`src/rtl/itp_pkg.sv`:
```
`timescale 1ns / 1ps
`default_nettype none
package itp_pkg;

  typedef struct packed {
    logic       kind;
    logic [7:0] char_in;
  } item_t;

  typedef struct packed {
    logic [7:0] char_out;
    logic       last;
    logic       overflow;
  } result_t;

  localparam logic KIND_CHAR = 1'b0;
  localparam logic KIND_END  = 1'b1;

  localparam logic [7:0] CH_SPACE = 8'h20;
  localparam logic [7:0] CH_OPEN  = 8'h28;
  localparam logic [7:0] CH_CLOSE = 8'h29;
  localparam logic [7:0] CH_DOT   = 8'h2E;
  localparam logic [7:0] CH_STAR  = 8'h2A;
  localparam logic [7:0] CH_PLUS  = 8'h2B;
  localparam logic [7:0] CH_MINUS = 8'h2D;
  localparam logic [7:0] CH_SLASH = 8'h2F;
  localparam logic [7:0] CH_CARET = 8'h5E;
  localparam logic [7:0] CH_SIN   = 8'h73;
  localparam logic [7:0] CH_CTG   = 8'h63;
  localparam logic [7:0] CH_I     = 8'h69;
  localparam logic [7:0] CH_N     = 8'h6E;
  localparam logic [7:0] CH_T     = 8'h74;
  localparam logic [7:0] CH_G     = 8'h67;

  // Precedence as an unsigned rank; rank 0 stands for "no operator".
  function automatic logic [2:0] prec_rank(input logic [7:0] ch);
    logic [2:0] r;
    if (ch == CH_SIN || ch == CH_CTG) r = 3'd4;
    else if (ch == CH_CARET) r = 3'd3;
    else if (ch == CH_STAR || ch == CH_SLASH) r = 3'd2;
    else if (ch == CH_PLUS || ch == CH_MINUS) r = 3'd1;
    else r = 3'd0;
    return r;
  endfunction

  function automatic logic is_function(input logic [7:0] ch);
    return (ch == CH_SIN) || (ch == CH_CTG);
  endfunction

  function automatic logic is_skipped(input logic [7:0] ch);
    return (ch == CH_SPACE) || (ch == CH_I) || (ch == CH_N) || (ch == CH_T) ||
           (ch == CH_G);
  endfunction

  function automatic logic is_copied(input logic [7:0] ch);
    logic alnum;
    alnum = (ch >= 8'h30 && ch <= 8'h39) || (ch >= 8'h61 && ch <= 8'h7A) ||
            (ch >= 8'h41 && ch <= 8'h5A);
    return (ch == CH_DOT) || (alnum && !is_function(ch));
  endfunction

endpackage
`default_nettype wire

```
`src/rtl/infix_to_postfix_converter.sv`:
```
`timescale 1ns / 1ps
`default_nettype none
// Infix to postfix converter with an operator stack in a synchronous memory.
// The item channel takes one infix character, or an end mark that drains the
// stack, per transaction; the result channel gives postfix characters, and
// the final character caused by an item carries last.
// Items are handled one at a time: item_stall stays high from acceptance
// until the item's last result has been loaded into the output register.
// A skipped character gives no result; a copied character goes through S_COPY
// and an open bracket through S_PUSH, then S_FLUSH. An operator, a close
// bracket or an end mark reads stack entries through S_RD and S_TOP, gives
// the results of each pop in S_POP and ends in S_FLUSH; an operator that is
// pushed first passes S_SPACE (not for sin or ctg) and S_PUSH. A pop gives
// a space and the operator, then i and n for sin or t and g for ctg.
// A push onto a full stack gives one result with overflow set.
// Reset empties the stack and clears both channels; stack entries are not
// cleared, since only written entries are ever read.
// When the receiver stalls, the output register and one pending character
// hold, and the sequencer waits until the output register is taken.
module infix_to_postfix_converter #(
  parameter int STACK_DEPTH = 8
) (
  input  wire                 clk,
  input  wire                 rst,
  input  wire                 item_valid,
  output logic                item_stall,
  input  wire itp_pkg::item_t item,
  output logic                result_valid,
  input  wire                 result_stall,
  output itp_pkg::result_t    result
);

  localparam int AW = $clog2(STACK_DEPTH);
  localparam int CW = $clog2(STACK_DEPTH + 1);
  localparam logic [CW-1:0] FULL = CW'(STACK_DEPTH);

  localparam logic [2:0] S_IDLE  = 3'd0;
  localparam logic [2:0] S_RD    = 3'd1;
  localparam logic [2:0] S_TOP   = 3'd2;
  localparam logic [2:0] S_POP   = 3'd3;
  localparam logic [2:0] S_SPACE = 3'd4;
  localparam logic [2:0] S_PUSH  = 3'd5;
  localparam logic [2:0] S_COPY  = 3'd6;
  localparam logic [2:0] S_FLUSH = 3'd7;

  logic [7:0]    op_stack [STACK_DEPTH];
  logic [7:0]    rdata;
  logic          rd_en;
  logic          wr_en;

  logic [2:0]    state;
  logic [2:0]    state_next;
  logic [CW-1:0] count;
  logic [CW-1:0] count_next;
  logic [1:0]    pop_idx;
  logic [1:0]    pop_idx_next;
  logic          kind;
  logic [7:0]    ch;

  logic          pend_valid;
  logic [7:0]    pend_char;
  logic          pend_ovf;
  logic          emit;
  logic [7:0]    emit_char;
  logic          emit_ovf;
  logic          out_free;
  logic          can_emit;
  logic          flush;
  logic [CW-1:0] top_addr;
  logic [1:0]    pop_final;
  logic          accept;

  assign item_stall = (state != S_IDLE);
  assign accept     = item_valid && (state == S_IDLE);
  assign out_free   = !result_valid || !result_stall;
  assign can_emit   = !pend_valid || out_free;
  assign top_addr   = count - CW'(1);
  assign pop_final  = itp_pkg::is_function(rdata) ? 2'd3 : 2'd1;

  always_comb begin
    state_next   = state;
    count_next   = count;
    pop_idx_next = pop_idx;
    rd_en        = 1'b0;
    wr_en        = 1'b0;
    emit         = 1'b0;
    emit_char    = itp_pkg::CH_SPACE;
    emit_ovf     = 1'b0;
    flush        = 1'b0;
    unique case (state)
      S_IDLE: begin
        if (accept) begin
          if (item.kind == itp_pkg::KIND_END) state_next = S_RD;
          else if (itp_pkg::is_skipped(item.char_in)) state_next = S_IDLE;
          else if (itp_pkg::is_copied(item.char_in)) state_next = S_COPY;
          else if (item.char_in == itp_pkg::CH_OPEN) state_next = S_PUSH;
          else state_next = S_RD;
        end
      end
      S_RD: begin
        if (count == '0) begin
          if (kind == itp_pkg::KIND_END || ch == itp_pkg::CH_CLOSE) state_next = S_FLUSH;
          else if (itp_pkg::is_function(ch)) state_next = S_PUSH;
          else state_next = S_SPACE;
        end else begin
          rd_en      = 1'b1;
          state_next = S_TOP;
        end
      end
      S_TOP: begin
        pop_idx_next = 2'd0;
        if (kind == itp_pkg::KIND_END) begin
          state_next = S_POP;
        end else if (ch == itp_pkg::CH_CLOSE) begin
          if (rdata == itp_pkg::CH_OPEN) begin
            count_next = count - CW'(1);
            state_next = S_FLUSH;
          end else begin
            state_next = S_POP;
          end
        end else if (itp_pkg::prec_rank(ch) <= itp_pkg::prec_rank(rdata)) begin
          state_next = S_POP;
        end else if (itp_pkg::is_function(ch)) begin
          state_next = S_PUSH;
        end else begin
          state_next = S_SPACE;
        end
      end
      S_POP: begin
        unique case (pop_idx)
          2'd0: emit_char = itp_pkg::CH_SPACE;
          2'd1: emit_char = rdata;
          2'd2: emit_char = (rdata == itp_pkg::CH_SIN) ? itp_pkg::CH_I : itp_pkg::CH_T;
          default: emit_char = (rdata == itp_pkg::CH_SIN) ? itp_pkg::CH_N : itp_pkg::CH_G;
        endcase
        if (can_emit) begin
          emit = 1'b1;
          if (pop_idx == pop_final) begin
            count_next = count - CW'(1);
            state_next = S_RD;
          end else begin
            pop_idx_next = pop_idx + 2'd1;
          end
        end
      end
      S_SPACE: begin
        emit_char = itp_pkg::CH_SPACE;
        if (can_emit) begin
          emit       = 1'b1;
          state_next = S_PUSH;
        end
      end
      S_PUSH: begin
        emit_char = ch;
        emit_ovf  = 1'b1;
        if (count >= FULL) begin
          if (can_emit) begin
            emit       = 1'b1;
            state_next = S_FLUSH;
          end
        end else begin
          wr_en      = 1'b1;
          count_next = count + CW'(1);
          state_next = S_FLUSH;
        end
      end
      S_COPY: begin
        emit_char = ch;
        if (can_emit) begin
          emit       = 1'b1;
          state_next = S_FLUSH;
        end
      end
      default: begin
        if (!pend_valid) begin
          state_next = S_IDLE;
        end else if (out_free) begin
          flush      = 1'b1;
          state_next = S_IDLE;
        end
      end
    endcase
  end

  always_ff @(posedge clk) begin
    if (wr_en) op_stack[count[AW-1:0]] <= ch;
    if (rd_en) rdata <= op_stack[top_addr[AW-1:0]];
  end

  always_ff @(posedge clk) begin
    if (accept) begin
      kind <= item.kind;
      ch   <= item.char_in;
    end
    if (emit) begin
      pend_char <= emit_char;
      pend_ovf  <= emit_ovf;
    end
    if ((emit && pend_valid) || flush) begin
      result.char_out <= pend_char;
      result.overflow <= pend_ovf;
      result.last     <= flush;
    end
  end

  always_ff @(posedge clk) begin
    if (rst) begin
      state        <= S_IDLE;
      count        <= '0;
      pop_idx      <= 2'd0;
      pend_valid   <= 1'b0;
      result_valid <= 1'b0;
    end else begin
      state   <= state_next;
      count   <= count_next;
      pop_idx <= pop_idx_next;
      if (emit) pend_valid <= 1'b1;
      else if (flush) pend_valid <= 1'b0;
      if ((emit && pend_valid) || flush) result_valid <= 1'b1;
      else if (!result_stall) result_valid <= 1'b0;
    end
  end

endmodule
`default_nettype wire

```
`config.mk`:
```
export PLATFORM = sky130hd
export DESIGN_NAME = infix_to_postfix_converter
export DESIGN_NICKNAME = d
export VERILOG_FILES = /design/src/rtl/itp_pkg.sv /design/src/rtl/infix_to_postfix_converter.sv
export SDC_FILE = /design/constraint.sdc
export NUM_CORES = 1
export LEC_CHECK = 0
export BUFFER_PORTS_ARGS = -buffer_cell sky130_fd_sc_hd__buf_2
export CAP_MARGIN = 5
export CORE_ASPECT_RATIO = 1.5
export CORE_MARGIN = 2
export CORE_UTILIZATION = 35
export CTS_CLUSTER_DIAMETER = 120
export DETAILED_ROUTE_END_ITERATION = 6
export GPL_ROUTABILITY_DRIVEN = 0
export SYNTH_ARGS = -nofsm -noshare
export SYNTH_HDL_FRONTEND = slang
export SYNTH_SLANG_ARGS = --single-unit
```
`constraint.sdc`:
```
create_clock -name clk -period 2.8 [get_ports clk]
set_input_delay 0.14 -clock clk [delete_from_list [all_inputs] [get_ports clk]]
set_output_delay 0.14 -clock clk [all_outputs]
set_load 0.01 [all_outputs]
```
==> summary.md <==
| Metric | Value |
|---|---|
| Sequential cell area | `roughly 3200 sq um` |
| Setup TNS | `0 ps` |
| Clock sink total | `111` |
| CP max FO | `4` |
| Top-level port count | `25` |
| HPWL Detailed | `approximately 8000 microns` |
| Vias in the first global route | `3447` |
| DIE AREA | `15900 sq um` |
| Area of the core | `14600 sq um` |
| Tot GR Track Use | `0.144` |
| Antenna Violating Nets Remaining | `0` |
| Post-synth EDFFs | `100` |
| Share of cells above drive strength 1 | `0.256` |
| Chip width | `about 100 microns` |
| WHS Path Cells | `1` |
| Initial core utilization | `0.358` |
| Synth Instances | `approximately 380` |
| Die height | `154 microns` |
| Synthesized area per cell | `~14 sq um` |
| Cell variety after synth | `75` |
| Power per cell area | `902 nW/um^2` |
| Min Tclk post-route | `2620 ps` |
| Hold EP | `ch[7]$_DFFE_PP_` |
| Setup Skew | `9.74 ps` |
| Ys flop type | `edfxtp_1` |
| Grt ovf | `0` |
| Yosys warning count | `0` |
| Max_slew headroom | `0.538` |
| Hold Path Class | `input pin to register` |
| Fin util | `0.414` |
| Clock Tree Root | `clkbuf_16` |
| Reg-to-reg startpoint | `rdata[7]$_DFFE_PP_` |
| Total CTS buffers | `9` |
| CP bufs+invs | `0` |
| Crit. End Element | `register` |
| Worst-path clk slew | `70 ps` |
| WP data required | `3020 ps` |
| # diodes | `0` |
| Pin count of the biggest net entering global routing | `27` |
| H-tree depth | `3` |
| HP Start | `item[7]` |
| P_leak | `around 0.002 uW` |
| CTS tree | `yes` |
| Max Buffers Root-to-Sink | `2` |
| WS Path Type | `register to register` |
| DRC Markers | `0` |
| Async SR Flop Fraction | `0` |
| Crit path launch type | `register` |
| Initial antenna violation count | `0` |
| Most frequent cells in the layout | `edfxtp_1, buf_4, nor2_1` |
| Outcome | `completed` |
| Hold slack | `14.4 ps` |
| Number of DRC markers in iteration 0 | `231` |
| R2R cell count | `10` |
| Post-Syn Nets | `~400` |
| Period utilisation layout | `0.937` |
| FMAX | `around 380 MHz` |
| Most common cell after layout, fill and taps aside | `edfxtp_1` |
| Crit path DAT | `2840 ps` |
| FF-to-FF setup slack | `180 ps` |
| Via count | `3310` |
| Area growth syn-to-layout | `15.9%` |
| Placement Rows | `54` |
| Largest stage delay, worst path | `420 ps` |
| Nets@finish | `450` |
| Mapped Area | `around 5200 sq um` |
| Seq cells post-synth | `111` |
| Worst-margin pin slew | `690 ps` |
| Critical R2R Capture | `state[2]$_SDFFE_PP0P_` |
| Maximum VDD drop | `0.429 mV` |
| Max Cap Viol | `0` |
| Final hold vios | `0` |
| Port bufs | `24` |
| First-pass GRT wire length | `~18000 microns` |
| Final setup vio count | `0` |
| CP top delay family | `compound AO/OA/AOI/OAI gates` |
| Multi-input gate area | `1870 sq um` |
| Clk_lat worst skew | `~340 ps` |
| Crit-path cells | `and4bb_2 -> and2_1 -> a21o_1 -> nand2_1 -> ha_1 -> nor2b_1 -> o311ai_1 -> mux2i_1 -> a221oi_1 -> a211oi_2` |
| CP max stage cell | `edfxtp_1` |
| Register area share after synthesis | `0.618` |
| Fin. max-slew vios | `0` |
| Postcts setup bufs | `0` |
| RSZ-0062 raised after global routing | `no` |
| DR vias/cell | `5.26` |
| Routed WL | `11200 microns` |
| Per-cell routed wire length | `~18 microns` |
| # fillers | `1370` |
| Drt pass-1 iters | `4` |
[where the power goes]
group          switching, uW  internal, uW
registers                191          2150
logic                   1020           862
clock network            603           628
total                   1810          3640
[layout make-up]
| class | count | area share |
|---|---|---|
| Clock buffer | 10 | 0.0379 |
| Clock inverter | 6 | 0.0103 |
| Inverter | 14 | 0.00869 |
| Multi-Input combinational cell | 236 | 0.309 |
| Sequential cell | 111 | 0.533 |
| Tap cell | 196 | 0.0406 |
| Timing Repair Buffer | 56 | 0.0600 |
[logic make-up (layout without fill, tap and decap cells)]
logic type	after synthesis	count (layout)	synth area share
multiplexers	28	28	0.0945
adder cells (fa/ha/maj)	9	9	0.0216
buffers and inverters	32	86	0.0252
AO/OA/AOI/OAI	68	68	0.0933
AND/OR/NAND/NOR	126	126	0.139
flip-flops	111	111	0.618
XOR/XNOR	5	5	0.00839
[cell usage after synthesis (4+ instances only)]
master | instances | area share
edfxtp_1 | 100 | 0.58
nor2_1 | 26 | 0.019
nand2_1 | 25 | 0.018
mux4_2 | 16 | 0.069
inv_1 | 14 | 0.010
clkbuf_1 | 13 | 0.0094
o21ai_0 | 12 | 0.012
a21oi_1 | 11 | 0.011
dfxtp_1 | 11 | 0.042
nand3_1 | 10 | 0.0096
ha_1 | 9 | 0.022
mux2_2 | 8 | 0.017
nor3_1 | 8 | 0.0077
nor4_1 | 7 | 0.0084
nor2b_1 | 6 | 0.0072
nand3b_1 | 5 | 0.0072
a211oi_1 | 4 | 0.0058
a22o_1 | 4 | 0.0067
a31oi_1 | 4 | 0.0048
and3_1 | 4 | 0.0048
nand2b_1 | 4 | 0.0048
[flip-flops by register name, summed over array words and instances (netlist names), 2 cells and up]
signal     cells
pend_char      8
pop_idx        2
state          3
result        10
ch             8
op_stack      64
count          4
rdata          8
[timing repair]
item,CTS,global route
endpoints found under the hold margin,1,0
endpoints found under the setup margin,0,3
resized for setup,0,2
hold buffers,1,0
[routing by layer]
| layer | track usage | vias to the layer above | share of wire |
|---|---|---|---|
| met5 | 0 | - | 0 |
| met4 | 0.0644 | 0 | 0.028 |
| met3 | 0.0229 | 20 | 0.028 |
| met2 | 0.282 | 65 | 0.56 |
| met1 | 0.150 | 1641 | 0.38 |
| li1 | - | 1584 | - |
[stage by stage]
step                std cells  area (sq um)  setup WS (ps)  total power [uW]
floorplan                 379          5220            317              3660
global placement          612          5740            181              4240
detailed placement        612          5740           96.9              4270
CTS                       629          6040           72.0              5510
global route              629          6040           35.0              5730
finish                    629          6040            176              5450
[worst max path at each step]
stage,start,endpoint,slack (ps),cells past startpoint
floorplan,count[0]$_SDFFE_PP0P_,rdata[0]$_DFFE_PP_,320,7
global placement,rdata[7]$_DFFE_PP_,state[2]$_SDFFE_PP0P_,180,10
detailed placement,rdata[7]$_DFFE_PP_,state[2]$_SDFFE_PP0P_,100,10
CTS,rdata[7]$_DFFE_PP_,state[2]$_SDFFE_PP0P_,70,10
global route,rdata[7]$_DFFE_PP_,state[2]$_SDFFE_PP0P_,40,10
finish,rdata[7]$_DFFE_PP_,state[2]$_SDFFE_PP0P_,180,10
(Power assumes the default switching activity.)
